`config.mk`:
```
export PLATFORM = sky130hd
export DESIGN_NAME = three_node_counter_sync
export DESIGN_NICKNAME = d
export VERILOG_FILES = /design/src/rtl/tncs_pkg.sv /design/src/rtl/tncs_fifo.sv /design/src/rtl/tncs_front.sv /design/src/rtl/tncs_back.sv /design/src/rtl/three_node_counter_sync.sv
export SDC_FILE = /design/constraint.sdc
export NUM_CORES = 2
export LEC_CHECK = 0
export BUFFER_PORTS_ARGS = -buffer_cell sky130_fd_sc_hd__buf_2
export CAP_MARGIN = 20
export CORE_AREA = 2 2 319 321
export DETAILED_ROUTE_END_ITERATION = 16
export DIE_AREA = 0 0 321 323
export SETUP_SLACK_MARGIN = 0.4
export SYNTH_ARGS = -nofsm -noshare
export SYNTH_HDL_FRONTEND = slang
export SYNTH_SLANG_ARGS = --single-unit
```
`constraint.sdc`:
```
create_clock -name clk -period 8.4 [get_ports clk]
set_clock_uncertainty 0.1 [all_clocks]
set_input_delay 1.68 -clock clk [delete_from_list [all_inputs] [get_ports clk]]
set_output_delay 1.68 -clock clk [all_outputs]
set_load 0.05 [all_outputs]
```
`src/rtl/tncs_pkg.sv`:
```
// ----------------------------------------------------------------------------
// tncs_pkg
// Types and constants shared by the three node counter sync block.
// ----------------------------------------------------------------------------
`default_nettype none

package tncs_pkg;

  localparam int unsigned QDEPTH = 2;

  // configuration register indexes
  localparam logic [2:0] CFG_FAST_SYNC      = 3'd0;
  localparam logic [2:0] CFG_TOO_SLOW_LIMIT = 3'd1;
  localparam logic [2:0] CFG_RECOVER_LIMIT  = 3'd2;
  localparam logic [2:0] CFG_INITIAL_ID     = 3'd3;
  localparam logic [2:0] CFG_INITIAL_COUNT  = 3'd4;

  // input mode codes
  localparam logic [1:0] MODE_TICK  = 2'd0;
  localparam logic [1:0] MODE_MSG1  = 2'd1;
  localparam logic [1:0] MODE_MSG2  = 2'd2;

  localparam logic [31:0] NONE_ID = 32'hFFFF_FFFF;

  typedef enum logic [1:0] {
    K_TICK = 2'd0,
    K_MSG1 = 2'd1,
    K_MSG2 = 2'd2,
    K_NONE = 2'd3
  } kind_t;

  typedef struct packed {
    kind_t       kind;
    logic [31:0] peer_id;
    logic [31:0] peer_count;
  } item_t;

  typedef struct packed {
    logic        send_first;
    logic        send_second;
    logic [31:0] sent_id;
    logic [31:0] sent_count;
    logic [31:0] own_id;
    logic [31:0] own_count;
    logic        fast_from_first;
    logic        slow_from_first;
    logic        fast_from_second;
    logic        slow_from_second;
    logic        slow_to_first;
    logic        slow_to_second;
  } result_t;

  // handshake between a producer and a queue
  typedef struct packed {
    logic push;
    logic full;
  } qwr_t;

endpackage

`default_nettype wire

```
`src/rtl/tncs_fifo.sv`:
```
// ----------------------------------------------------------------------------
// tncs_fifo
// Small first-word-fall-through queue of QDEPTH entries.
// ----------------------------------------------------------------------------
`default_nettype none

module tncs_fifo #(
  parameter int unsigned W = 1
) (
  input  wire logic         clk,
  input  wire logic         rst_n,
  input  wire logic         push,
  input  wire logic [W-1:0] din,
  output logic              full,
  input  wire logic         pop,
  output logic [W-1:0]      dout,
  output logic              empty
);
  import tncs_pkg::*;

  localparam int unsigned PW = (QDEPTH > 1) ? $clog2(QDEPTH) : 1;
  localparam int unsigned CW = $clog2(QDEPTH + 1);

  logic [W-1:0]  mem_r [QDEPTH];
  logic [PW-1:0] wp_r, wp_nxt;
  logic [PW-1:0] rp_r, rp_nxt;
  logic [CW-1:0] cnt_r, cnt_nxt;
  logic          do_push, do_pop;

  assign full    = (cnt_r == CW'(QDEPTH));
  assign empty   = (cnt_r == '0);
  assign do_push = push && !full;
  assign do_pop  = pop && !empty;
  assign dout    = mem_r[rp_r];

  always_comb begin
    wp_nxt  = wp_r;
    rp_nxt  = rp_r;
    cnt_nxt = cnt_r;
    if (do_push) begin
      wp_nxt = (wp_r == PW'(QDEPTH - 1)) ? '0 : wp_r + 1'b1;
    end
    if (do_pop) begin
      rp_nxt = (rp_r == PW'(QDEPTH - 1)) ? '0 : rp_r + 1'b1;
    end
    if (do_push && !do_pop) begin
      cnt_nxt = cnt_r + 1'b1;
    end else if (do_pop && !do_push) begin
      cnt_nxt = cnt_r - 1'b1;
    end
  end

  always_ff @(posedge clk) begin
    if (!rst_n) begin
      wp_r  <= '0;
      rp_r  <= '0;
      cnt_r <= '0;
    end else begin
      wp_r  <= wp_nxt;
      rp_r  <= rp_nxt;
      cnt_r <= cnt_nxt;
    end
  end

  always_ff @(posedge clk) begin
    if (do_push) begin
      mem_r[wp_r] <= din;
    end
  end

  a_cnt_range: assert property (@(posedge clk) disable iff (!rst_n)
    cnt_r <= CW'(QDEPTH)) else $error("queue count out of range");

endmodule

`default_nettype wire

```
`src/rtl/tncs_front.sv`:
```
// ----------------------------------------------------------------------------
// tncs_front
// Accepts input transactions and classifies them into tick, peer one or peer two message, or none.
// ----------------------------------------------------------------------------
`default_nettype none

module tncs_front (
  input  wire logic            clk,
  input  wire logic            rst_n,
  input  wire logic            in_push,
  output logic                 in_full,
  input  wire logic [1:0]      in_mode,
  input  wire logic [31:0]     in_peer_id,
  input  wire logic [31:0]     in_peer_count,
  output tncs_pkg::qwr_t       q_wr,
  input  wire logic            q_full,
  output tncs_pkg::item_t      q_item
);
  import tncs_pkg::*;

  logic  v_r, v_nxt;
  item_t item_r;
  kind_t kind;
  logic  take;

  always_comb begin
    case (in_mode)
      MODE_TICK: kind = K_TICK;
      MODE_MSG1: kind = K_MSG1;
      MODE_MSG2: kind = K_MSG2;
      default:   kind = K_NONE;
    endcase
  end

  assign in_full = v_r && q_full;
  assign take    = in_push && !in_full;
  assign v_nxt   = take || (v_r && q_full);

  assign q_wr.push = v_r;
  assign q_wr.full = q_full;
  assign q_item    = item_r;

  always_ff @(posedge clk) begin
    if (!rst_n) begin
      v_r <= 1'b0;
    end else begin
      v_r <= v_nxt;
    end
  end

  always_ff @(posedge clk) begin
    if (take) begin
      item_r <= '{kind: kind, peer_id: in_peer_id, peer_count: in_peer_count};
    end
  end

endmodule

`default_nettype wire

```
`src/rtl/tncs_back.sv`:
```
// ----------------------------------------------------------------------------
// tncs_back
// Carries out classified items: send scheduling, peer monitoring, adoption.
// ----------------------------------------------------------------------------
`default_nettype none

module tncs_back (
  input  wire logic            clk,
  input  wire logic            rst_n,
  input  wire logic            cfg_wr_en,
  input  wire logic [2:0]      cfg_index,
  input  wire logic [31:0]     cfg_data,
  input  wire logic            q_empty,
  input  tncs_pkg::item_t      q_item,
  output logic                 q_pop,
  output tncs_pkg::qwr_t       o_wr,
  input  wire logic            o_full,
  output tncs_pkg::result_t    o_res
);
  import tncs_pkg::*;

  logic        fast_sync_r;
  logic [9:0]  slow_lim_r, rec_lim_r;

  logic [31:0] tick_r, tick_nxt;
  logic [3:0]  r10_r, r10_nxt;
  logic [6:0]  r100_r, r100_nxt;
  logic [7:0]  r150_r, r150_nxt;
  logic [31:0] own_id_r, own_id_nxt;
  logic [31:0] own_cnt_r, own_cnt_nxt;
  logic [31:0] p1_id_r, p1_id_nxt, p1_cnt_r, p1_cnt_nxt;
  logic [31:0] p2_id_r, p2_id_nxt, p2_cnt_r, p2_cnt_nxt;
  logic [1:0]  pend_r, pend_nxt;
  logic [10:0] ivl_r [2];
  logic [10:0] ivl_nxt [2];
  logic [1:0]  rx_fast_r, rx_fast_nxt;
  logic [1:0]  rx_slow_r, rx_slow_nxt;
  logic [1:0]  tx_slow_r, tx_slow_nxt;

  logic        step;
  logic [1:0]  send;
  logic [31:0] ov;
  logic        s1, s2, m1, m2;

  function automatic logic [31:0] max32(input logic [31:0] a, input logic [31:0] b);
    return (a > b) ? a : b;
  endfunction

  assign step      = !q_empty && !o_full;
  assign q_pop     = step;
  assign o_wr.push = step;
  assign o_wr.full = o_full;

  always_comb begin
    tick_nxt    = tick_r;
    r10_nxt     = r10_r;
    r100_nxt    = r100_r;
    r150_nxt    = r150_r;
    own_id_nxt  = own_id_r;
    own_cnt_nxt = own_cnt_r;
    p1_id_nxt   = p1_id_r;
    p1_cnt_nxt  = p1_cnt_r;
    p2_id_nxt   = p2_id_r;
    p2_cnt_nxt  = p2_cnt_r;
    pend_nxt    = pend_r;
    ivl_nxt     = ivl_r;
    rx_fast_nxt = rx_fast_r;
    rx_slow_nxt = rx_slow_r;
    tx_slow_nxt = tx_slow_r;
    send        = 2'b00;
    ov          = own_cnt_r;
    s1          = 1'b0;
    s2          = 1'b0;
    m1          = 1'b0;
    m2          = 1'b0;
    if (step) begin
      case (q_item.kind)
        K_MSG1: begin
          pend_nxt[0] = 1'b1;
          p1_id_nxt   = q_item.peer_id;
          p1_cnt_nxt  = q_item.peer_count;
        end
        K_MSG2: begin
          pend_nxt[1] = 1'b1;
          p2_id_nxt   = q_item.peer_id;
          p2_cnt_nxt  = q_item.peer_count;
        end
        K_TICK: begin
          tick_nxt = tick_r + 32'd1;
          // residues follow the 32-bit counter through its wrap
          if (tick_r == '1) begin
            r10_nxt  = '0;
            r100_nxt = '0;
            r150_nxt = '0;
          end else begin
            r10_nxt  = (r10_r == 4'd9) ? 4'd0 : r10_r + 4'd1;
            r100_nxt = (r100_r == 7'd99) ? 7'd0 : r100_r + 7'd1;
            r150_nxt = (r150_r == 8'd149) ? 8'd0 : r150_r + 8'd1;
          end
          for (int k = 0; k < 2; k++) begin
            send[k] = (tx_slow_r[k] && r150_nxt == 8'd0) ||
                      (!tx_slow_r[k] && !fast_sync_r && r100_nxt == 7'd0) ||
                      (fast_sync_r && r10_nxt == 4'd0);
          end
          if (r100_nxt == 7'd0) begin
            ov = own_cnt_r + 32'd1;
          end
          for (int k = 0; k < 2; k++) begin
            if (pend_r[k]) begin
              pend_nxt[k] = 1'b0;
              if (ivl_r[k] >= 11'd99) begin
                rx_fast_nxt[k] = 1'b0;
              end else if (ivl_r[k] >= 11'd9) begin
                rx_fast_nxt[k] = 1'b1;
              end
              ivl_nxt[k] = '0;
            end else if (ivl_r[k] > {1'b0, slow_lim_r}) begin
              rx_slow_nxt[k] = 1'b1;
            end else begin
              if (ivl_r[k] < {1'b0, rec_lim_r}) begin
                rx_slow_nxt[k] = 1'b0;
              end
              ivl_nxt[k] = ivl_r[k] + 11'd1;
            end
          end
          s1 = rx_slow_nxt[0];
          s2 = rx_slow_nxt[1];
          m1 = (own_id_r == p1_id_r);
          m2 = (own_id_r == p2_id_r);
          own_cnt_nxt = ov;
          // fixed priority: freeze, adopt one, adopt two, merge, adopt shared peer, keep
          if (fast_sync_r) begin
            tx_slow_nxt = 2'b00;
          end else if (rx_fast_nxt[0] && !s1) begin
            own_cnt_nxt = p1_cnt_r;
            own_id_nxt  = p1_id_r;
            tx_slow_nxt = 2'b01;
          end else if (rx_fast_nxt[1] && !s2) begin
            own_cnt_nxt = p2_cnt_r;
            own_id_nxt  = p2_id_r;
            tx_slow_nxt = 2'b10;
          end else if (m1 && m2 && !s1 && !s2) begin
            own_cnt_nxt = max32(ov, max32(p1_cnt_r, p2_cnt_r));
            tx_slow_nxt = 2'b00;
          end else if (m1 && !s1) begin
            own_cnt_nxt = max32(ov, p1_cnt_r);
            tx_slow_nxt = 2'b10;
          end else if (m2 && !s2) begin
            own_cnt_nxt = max32(ov, p2_cnt_r);
            tx_slow_nxt = 2'b01;
          end else if (p1_id_r == p2_id_r && p1_id_r != NONE_ID && !s1 && !s2) begin
            own_id_nxt  = p1_id_r;
            own_cnt_nxt = max32(p1_cnt_r, p2_cnt_r);
            tx_slow_nxt = 2'b11;
          end else begin
            tx_slow_nxt = 2'b11;
          end
        end
        default: begin
        end
      endcase
    end
  end

  always_comb begin
    o_res.send_first       = send[0];
    o_res.send_second      = send[1];
    o_res.sent_id          = (send != 2'b00) ? own_id_r : '0;
    o_res.sent_count       = (send != 2'b00) ? own_cnt_r : '0;
    o_res.own_id           = own_id_nxt;
    o_res.own_count        = own_cnt_nxt;
    o_res.fast_from_first  = rx_fast_nxt[0];
    o_res.slow_from_first  = rx_slow_nxt[0];
    o_res.fast_from_second = rx_fast_nxt[1];
    o_res.slow_from_second = rx_slow_nxt[1];
    o_res.slow_to_first    = tx_slow_nxt[0];
    o_res.slow_to_second   = tx_slow_nxt[1];
  end

  always_ff @(posedge clk) begin
    if (!rst_n) begin
      fast_sync_r <= 1'b0;
      slow_lim_r  <= 10'd500;
      rec_lim_r   <= 10'd200;
      tick_r      <= '0;
      r10_r       <= '0;
      r100_r      <= '0;
      r150_r      <= '0;
      own_id_r    <= 32'd101;
      own_cnt_r   <= 32'd50;
      p1_id_r     <= NONE_ID;
      p1_cnt_r    <= NONE_ID;
      p2_id_r     <= NONE_ID;
      p2_cnt_r    <= NONE_ID;
      pend_r      <= '0;
      ivl_r[0]    <= '0;
      ivl_r[1]    <= '0;
      rx_fast_r   <= '0;
      rx_slow_r   <= '0;
      tx_slow_r   <= '0;
    end else begin
      tick_r    <= tick_nxt;
      r10_r     <= r10_nxt;
      r100_r    <= r100_nxt;
      r150_r    <= r150_nxt;
      p1_id_r   <= p1_id_nxt;
      p1_cnt_r  <= p1_cnt_nxt;
      p2_id_r   <= p2_id_nxt;
      p2_cnt_r  <= p2_cnt_nxt;
      pend_r    <= pend_nxt;
      ivl_r     <= ivl_nxt;
      rx_fast_r <= rx_fast_nxt;
      rx_slow_r <= rx_slow_nxt;
      tx_slow_r <= tx_slow_nxt;
      // writing an initial value loads the live register directly
      if (cfg_wr_en && cfg_index == CFG_INITIAL_ID) begin
        own_id_r <= cfg_data;
      end else begin
        own_id_r <= own_id_nxt;
      end
      if (cfg_wr_en && cfg_index == CFG_INITIAL_COUNT) begin
        own_cnt_r <= cfg_data;
      end else begin
        own_cnt_r <= own_cnt_nxt;
      end
      if (cfg_wr_en) begin
        case (cfg_index)
          CFG_FAST_SYNC:      fast_sync_r <= cfg_data[0];
          CFG_TOO_SLOW_LIMIT: slow_lim_r  <= cfg_data[9:0];
          CFG_RECOVER_LIMIT:  rec_lim_r   <= cfg_data[9:0];
          default: begin
          end
        endcase
      end
    end
  end

  a_residue_range: assert property (@(posedge clk) disable iff (!rst_n)
    r10_r < 4'd10 && r100_r < 7'd100 && r150_r < 8'd150)
    else $error("tick residue out of range");

  a_ivl_bound: assert property (@(posedge clk) disable iff (!rst_n)
    ivl_r[0] <= 11'd1024 && ivl_r[1] <= 11'd1024)
    else $error("interval counter overflow");

  a_msg_pending: assert property (@(posedge clk) disable iff (!rst_n)
    step && q_item.kind == K_MSG1 |=> pend_r[0])
    else $error("peer one message not marked pending");

  a_fast_freeze: assert property (@(posedge clk) disable iff (!rst_n)
    step && q_item.kind == K_TICK && fast_sync_r |=> tx_slow_r == 2'b00)
    else $error("slow period chosen under fast sync");

endmodule

`default_nettype wire

```
`src/rtl/three_node_counter_sync.sv`:
```
// ----------------------------------------------------------------------------
// three_node_counter_sync
// Node identity and count kept in step with two peers.
// ----------------------------------------------------------------------------
// Input channel: drive in_mode (tick, peer one or peer two message) with the
// peer identity and count, raise in_push; the transaction is taken on an edge
// where in_full is low. Every input transaction yields one result transaction
// on the out_ ports, read while out_empty is low and taken with out_pop.
// Configuration: cfg_wr_en with cfg_index and cfg_data, one register a cycle,
// issued only while no transaction is in flight; the user must see to this.
// Path: the input register loads on the input edge, the item is then written
// to the classified queue, and the state update writes the result queue.
// Throughput: one transaction per cycle while no queue stalls; a tick's state
// update is combinational, bounded by the adoption compare and max chain.
// Reset: own identity and count take their fixed reset values (101, 50),
// peer slots read as none, all flags and counters clear, both queues empty.
// Stall: when out_pop stays low the result queue fills, then the classified
// queue, then in_full rises; nothing is dropped.
// ----------------------------------------------------------------------------
`default_nettype none

module three_node_counter_sync (
  input  wire logic        clk,
  input  wire logic        rst_n,
  input  wire logic        in_push,
  output logic             in_full,
  input  wire logic [1:0]  in_mode,
  input  wire logic [31:0] in_peer_id,
  input  wire logic [31:0] in_peer_count,
  output logic             out_empty,
  input  wire logic        out_pop,
  output logic             out_send_first,
  output logic             out_send_second,
  output logic [31:0]      out_sent_id,
  output logic [31:0]      out_sent_count,
  output logic [31:0]      out_own_id,
  output logic [31:0]      out_own_count,
  output logic             out_fast_from_first,
  output logic             out_slow_from_first,
  output logic             out_fast_from_second,
  output logic             out_slow_from_second,
  output logic             out_slow_to_first,
  output logic             out_slow_to_second,
  input  wire logic        cfg_wr_en,
  input  wire logic [2:0]  cfg_index,
  input  wire logic [31:0] cfg_data
);
  import tncs_pkg::*;

  qwr_t    f_wr, b_wr;
  item_t   f_item, q_item;
  logic    q_full, q_empty, q_pop, o_full;
  result_t b_res, o_res;

  tncs_front u_front (
    .clk           (clk),
    .rst_n         (rst_n),
    .in_push       (in_push),
    .in_full       (in_full),
    .in_mode       (in_mode),
    .in_peer_id    (in_peer_id),
    .in_peer_count (in_peer_count),
    .q_wr          (f_wr),
    .q_full        (q_full),
    .q_item        (f_item)
  );

  tncs_fifo #(.W($bits(item_t))) u_cmdq (
    .clk   (clk),
    .rst_n (rst_n),
    .push  (f_wr.push),
    .din   (f_item),
    .full  (q_full),
    .pop   (q_pop),
    .dout  (q_item),
    .empty (q_empty)
  );

  tncs_back u_back (
    .clk       (clk),
    .rst_n     (rst_n),
    .cfg_wr_en (cfg_wr_en),
    .cfg_index (cfg_index),
    .cfg_data  (cfg_data),
    .q_empty   (q_empty),
    .q_item    (q_item),
    .q_pop     (q_pop),
    .o_wr      (b_wr),
    .o_full    (o_full),
    .o_res     (b_res)
  );

  tncs_fifo #(.W($bits(result_t))) u_resq (
    .clk   (clk),
    .rst_n (rst_n),
    .push  (b_wr.push),
    .din   (b_res),
    .full  (o_full),
    .pop   (out_pop),
    .dout  (o_res),
    .empty (out_empty)
  );

  assign out_send_first       = o_res.send_first;
  assign out_send_second      = o_res.send_second;
  assign out_sent_id          = o_res.sent_id;
  assign out_sent_count       = o_res.sent_count;
  assign out_own_id           = o_res.own_id;
  assign out_own_count        = o_res.own_count;
  assign out_fast_from_first  = o_res.fast_from_first;
  assign out_slow_from_first  = o_res.slow_from_first;
  assign out_fast_from_second = o_res.fast_from_second;
  assign out_slow_from_second = o_res.slow_from_second;
  assign out_slow_to_first    = o_res.slow_to_first;
  assign out_slow_to_second   = o_res.slow_to_second;

endmodule

`default_nettype wire
```
## Word-level counts from Yosys, hierarchy flattened

Memories as Yosys holds them, arrays and structs flattened. A register that Yosys moved wholly into a read port is not among the register bits.
Index checks and enable logic that the tools add are counted.

- Flip-flop bits (word level): 369
- Bits in writable memories: 404
- Logic and storage cells: 249
- Memories kept: 2

Memory list:

| memory | words | bits a word | rd ports | clocked after memory_dff | write ports | line | source |
|---|---|---|---|---|---|---|---|
| u_resq.mem_r | 2 | 136 | 1 | 1 | 1 | tncs_fifo.sv:24 | `logic [W-1:0] mem_r [QDEPTH];` |
| u_cmdq.mem_r | 2 | 66 | 1 | 1 | 1 | tncs_fifo.sv:24 |  |

- Mux-type cells: 98
- Magnitude comparators: 12
- Eq/ne operators: 20
- Add/sub/neg operators: 15
- Reductions and logical operators: 72

Operators by type and width:

| kind | number |
|---|---|
| 32-bit 2-to-1 mux | 29 |
| 32-bit greater-than comparator | 4 |
| 32-bit == test | 3 |
| 32-bit by 1-bit adder with 32-bit output (second input constant) | 2 |
| 11-bit 2-to-1 mux | 4 |
| 2-bit 2-to-1 mux | 18 |
| 32-bit == test (second input constant) | 1 |
| 1-bit 2-to-1 mux | 32 |
| 8-bit 2-to-1 mux | 4 |
| 32-bit != test (second input constant) | 1 |
| 1-bit logical AND | 30 |
| 7-bit 2-to-1 mux | 4 |
| 11-bit by 1-bit adder with 11-bit output (second input constant) | 2 |
| 11-bit by 4-bit >= comparator with 1-bit output (second input constant) | 2 |
| 11-bit by 7-bit >= comparator with 1-bit output (second input constant) | 2 |
| 11-bit by 10-bit greater-than comparator with 1-bit output | 2 |
| 11-bit by 10-bit < comparator with 1-bit output | 2 |
| 4-bit 2-to-1 mux | 4 |
| 2-bit AND reduction | 8 |
| 1-bit logical NOT | 14 |
| 2-bit nonzero test | 5 |
| 8-bit by 1-bit adder with 8-bit output (second input constant) | 1 |
| 2-bit == test (second input constant) | 4 |
| 8-bit == test (second input constant) | 1 |
| other kinds (21) | 38 |

## Logic depth before layout (Yosys ltp)

- Depth in word-level cells: 20
- Mapped depth: 26
- Mapped depth without buffers: 21

## Cells and area by module

Synthesis repeated with hierarchy kept, for this count alone.

- Cells, all modules: 3668
- Area total of the unflattened synthesis: 39497.9 sq um

By module, submodules not included:

| module | times used | sequential area each (sq um) | cells an instance | area an instance (sq um) |
|---|---|---|---|---|
| tncs_back | 1 | 5885.6 | 2916 | 22251.3 |
| tncs_fifo at u_resq | 1 | 8267.9 | 448 | 10196.0 |
| tncs_fifo at u_cmdq | 1 | 4063.9 | 230 | 5003.5 |
| tncs_front | 1 | 2001.9 | 74 | 2047.0 |

## Worst setup path after synthesis

Ideal clock, no wire load.

- Path type: reg2reg
- Start: register u_resq.cnt_r[0]
- End: memory u_resq.mem_r[0][0] (netlist bit), enable pin
- Data arrival time: 6.286 ns
- Path slack: 1.379 ns
- Setup time: 0.635 ns
- Required time: 7.665 ns
- Path buffers: 0
- Stages on the path, launching flop included: 3
- Path through: dfxtp_1 -> o22ai_1 -> nor2_1

- Cells in the longest elaborated chain, start to end: 6

Ends and longest elaborated chain:

| item | line | source |
|---|---|---|
| from (decl) | tncs_fifo.sv:27 | `logic [CW-1:0] cnt_r, cnt_nxt;` |
| from (signal assigned) | tncs_fifo.sv:61 | `cnt_r <= cnt_nxt;` |
| 2-bit == test (*) | tncs_fifo.sv:30 | `assign full = (cnt_r == CW'(QDEPTH));` |
| 1-bit logical NOT (*) | tncs_fifo.sv:32, tncs_back.sv:49 |  |
| 1-bit logical AND | tncs_back.sv:49 | `assign step = !q_empty && !o_full;` |
| 1-bit logical AND (*) | tncs_fifo.sv:32 | `assign do_push = push && !full;` |
| 1-bit 2-to-1 mux (*) | tncs_fifo.sv:66 | `if (do_push) begin` |
| 1-bit 2-to-1 mux (not written as such) (*) | tncs_fifo.sv:67 | `mem_r[wp_r] <= din;` |
| to (decl) | tncs_fifo.sv:24 |  |

Every way passes the cells marked *; elsewhere a longest branch is shown, timed or not.

==> results.json <==
{
  "gp_congestion": 0.989,
  "setup_tns_ps": 0,
  "pwr-share-clk": 0.245,
  "yosys_most_used_dff": "edfxtp_1",
  "finalMaxSlewViolations": 0,
  "reg2reg_depth": 20,
  "synthArstFlopShare": 0,
  "path_depth": 20,
  "status": "completed",
  "finalNonFillerCells": 5146,
  "postCtsSetupBuffers": 0,
  "grt_antenna_before_repair": 9,
  "synth_mux_area_frac": 0.0604,
  "die_w_um": 321,
  "synth_edf_count": 470,
  "grt_max_degree": 168,
  "synth_xor_area_frac": 0.0398,
  "p_sw_mw": 6.25,
  "crit_fanout": 38,
  "ys_warn_count": 0,
  "max-cap-violations": 0,
  "worst-slew-pin-transition_ps": 1210,
  "min_path_cells": 0,
  "drc_errors": 0,
  "path_delay_family": "simple AND/OR/NAND/NOR gates",
  "num_rows": 117,
  "fin_crit_sh": 0.931,
  "clkSinkCount": 775,
  "root_buffer": "clkbuf_16",
  "port_buffers": 243,
  "clk_latency_ps": 650,
  "worstPathArrival_ps": 8080,
  "synth-adder-area-share": 0.0576,
  "final_hold_viol_count": 0,
  "die-area_sq_mm": 0.104,
  "critPathKind": "reg -> reg",
  "synth.area.top_cells": "edfxtp_1 36%, dfxtp_1 16%, ha_1 5.8%",
  "ios": 244,
  "fmax_mhz": 128,
  "dp_hpwl_mm": 90.8,
  "share_comb_of_total_power": 0.398,
  "power_leakage_nw": 17.4,
  "p_sw_frac": 0.417,
  "overflow": 0,
  "clockBufferDepth": 3,
  "numCtsBuffers": 83,
  "grt_util_all_layers": 0.234,
  "drt-pass1-iter-count": 6,
  "postCtsHoldBufs": 0,
  "vias": 29566,
  "pwr-share-seq": 0.356,
  "via_per_inst": 5.75,
  "setup_violations": 0,
  "fin_crit_ps": 7820,
  "cts_tree": "yes",
  "rsz0062_at_grt": "no",
  "drive_gt1_frac": 0.160,
  "syn2layout_area_growth_pct": 13.6,
  "relSlewSlack": 0.197,
  "crit_required_ps": 8660,
  "synth_top_cell_by_area": "edfxtp_1",
  "cts-htree-levels": 3,
  "n_fill_cell": 9489,
  "synth_compound_area_frac": 0.156,
  "core_sq_mm": 0.101,
  "start_util": 0.386,
  "cp_slowest_cell": "nor4_2",
  "synth_area_sq_mm": 0.0388,
  "hold_class": "reg -> reg",
  "path_cells": "ha_1 > nand3_1 > nor3_1 > nand3_2 > o22ai_4 > nand3_1 > xor2_1 > inv_1 > ha_1 > nand4_1 > nor4_2 > nand4_1 > o31ai_1 > nand2_2 > buf_4 > a2bb2oi_2 > o221ai_1 > o211a_1 > nor4_1 > nor2_1",
  "power-per-cell-area_mw_per_mm2": 340,
  "p_int_mw": 8.73,
  "clk_pin_slew_ps": 60,
  "synth-seq-cells": 775,
  "routedWlPerCell_um": 24.3,
  "final_nets": 4049,
  "yosysUniqueCellTypes": 100,
  "dp_cells": 4988,
  "synth-seq-area-share": 0.520,
  "ir_worst_vdd_mv": 0.333,
  "regArea_sq_mm": 0.0202,
  "grt_first_pass_wirelength_mm": 183,
  "synth-simple-area-share": 0.130,
  "syn_nets": 3881,
  "syn_avg_cell_area_sq_um": 10.8,
  "dieHeight_um": 323,
  "synthCells": 3596,
  "synth_top_family_by_area": "compound AO/OA/AOI/OAI gates",
  "utilization": 0.438,
  "first_iter_violations": 3747,
  "multi_input_area_sq_mm": 0.0174,
  "worst_setup_path_start_kind": "flop",
  "first_global_vias": 27170,
  "synth_top_area_frac": 0.363,
  "ant_nets": 0,
  "slowest_delay_ps": 610,
  "drt-total-wl_mm": 125,
  "crit_path_end_kind": "flop",
  "crit_buf_inv": 2
}
-- path summary, 6_finish.rpt --
| path | start | endpoint | slack, ps |
|---|---|---|---|
| hold / removal | u_front.q_item[61]$_DFFE_PP_ | u_cmdq.mem_r[1][61]$_DFFE_PP_ | 330 |
| setup / recovery | u_back.tick_r[0]$_SDFFE_PN0P_ | u_resq.mem_r[1][31]$_DFFE_PP_ | 580 |
| setup reg to reg | u_back.tick_r[0]$_SDFFE_PN0P_ | u_resq.mem_r[1][31]$_DFFE_PP_ | 580 |
| hold reg to reg | u_front.q_item[61]$_DFFE_PP_ | u_cmdq.mem_r[1][61]$_DFFE_PP_ | 330 |
-- flip-flops by register name (all words and copies together) (netlist names), 4 cells and up, named ones only --
| signal | cells |
|---|---|
| u_back.ivl_r | 22 |
| u_back.own_cnt_r | 32 |
| u_back.own_id_r | 32 |
| u_back.p1_cnt_r | 32 |
| u_back.p1_id_r | 32 |
| u_back.p2_cnt_r | 32 |
| u_back.p2_id_r | 32 |
| u_back.r100_r | 7 |
| u_back.r10_r | 4 |
| u_back.r150_r | 8 |
| u_back.rec_lim_r | 10 |
| u_back.slow_lim_r | 10 |
| u_back.tick_r | 32 |
| u_cmdq.mem_r | 132 |
| u_front.q_item | 66 |
| u_resq.mem_r | 272 |
-- power groups by stage --
stage | sequential [mW] | clock (mW) | combinational [mW]
after floorplan | 5.26 | 0 | 4.33
after global placement | 5.37 | 0 | 5.93
after detailed placement | 5.40 | 0 | 5.88
after CTS | 5.32 | 3.76 | 5.90
after global routing | 5.40 | 3.92 | 6.39
final | 5.34 | 3.68 | 5.97
-- Yosys cell counts, types with 20 or more instances --
| cell type | count |
|---|---|
| a31oi_1 | 33 |
| buf_1 | 20 |
| nand3_1 | 71 |
| mux2i_1 | 78 |
| nand2_1 | 369 |
| nor2_1 | 172 |
| o21ai_0 | 109 |
| and2_1 | 112 |
| nand4_1 | 84 |
| o22ai_1 | 41 |
| edfxtp_1 | 470 |
| a211oi_1 | 31 |
| or3_1 | 20 |
| xor2_1 | 66 |
| nor4_1 | 29 |
| a21oi_1 | 191 |
| xnor2_1 | 105 |
| a21boi_0 | 28 |
| o221ai_1 | 25 |
| inv_1 | 135 |
| dfxtp_1 | 305 |
| clkbuf_1 | 145 |
| and3_1 | 32 |
| a21boi_1 | 30 |
| o31ai_1 | 20 |
| ha_1 | 179 |
| mux2_2 | 139 |
| a211o_1 | 36 |
| o211ai_1 | 171 |
| buf_2 | 33 |
| nor3_1 | 46 |
-- final cells by class --
cell class / count / area share
Inverter: 138 / 0.0117
Clock buffer: 110 / 0.0508
Multi-Input combinational cell: 2478 / 0.394
Clock inverter: 46 / 0.0115
Sequential cell: 775 / 0.458
Antenna cell: 2 / 0.000113
Timing Repair Buffer: 288 / 0.0365
Tap cell: 1309 / 0.0371
-- logic make-up after synthesis --
logic type	count (synthesis)
AND/OR/NAND/NOR	1023
AO/OA/AOI/OAI	885
flip-flops	775
buffers and inverters	343
multiplexers	217
adder cells (fa/ha/maj)	179
XOR/XNOR	174
-- stage by stage --
stage | area (sq um) | setup WS (ps) | total power [mW] | hold slack [ps]
2_1_floorplan | 38800 | 1380 | 9.60 | 321
5_1_grt | 44100 | 447 | 15.7 | 342
3_3_place_gp | 41400 | 230 | 11.3 | 324
3_5_place_dp | 41400 | 299 | 11.3 | 329
6_report | 44100 | 584 | 15.0 | 330
4_1_cts | 44100 | 489 | 15.0 | 333
-- cell usage in the layout, fill, tap and decap left out, drive strengths merged, types with 31 or more instances in the layout --
cell,instances
nor4,31
o22ai,42
a31oi,33
a211o,36
and2,114
a21oi,193
xor2,66
clkbuf,110
and3,32
mux2,139
o21ai,129
nand3,72
dfxtp,305
buf,288
mux2i,78
edfxtp,470
a211oi,32
nor2,175
nor3,49
ha,179
inv,145
nand4,85
o211ai,172
nand2,372
xnor2,108
a21boi,59
-- what timing repair did --
| item | in CTS | in global routing |
|---|---|---|
| endpoints found under the setup margin | 3 | 17 |
| hold endpoints to repair | 0 | 0 |
| resized for setup | 1 | 2 |
-- routing by layer --
layer | track usage | vias to the layer above | share of wire
met4 | 0.0667 | 6 | 0.025
met3 | 0.0402 | 182 | 0.085
met1 | 0.361 | 14275 | 0.48
met2 | 0.332 | 1324 | 0.41
li1 | - | 13779 | -
met5 | 0 | - | 0.00033
No activity file was read; power rests on OpenSTA's default activity.
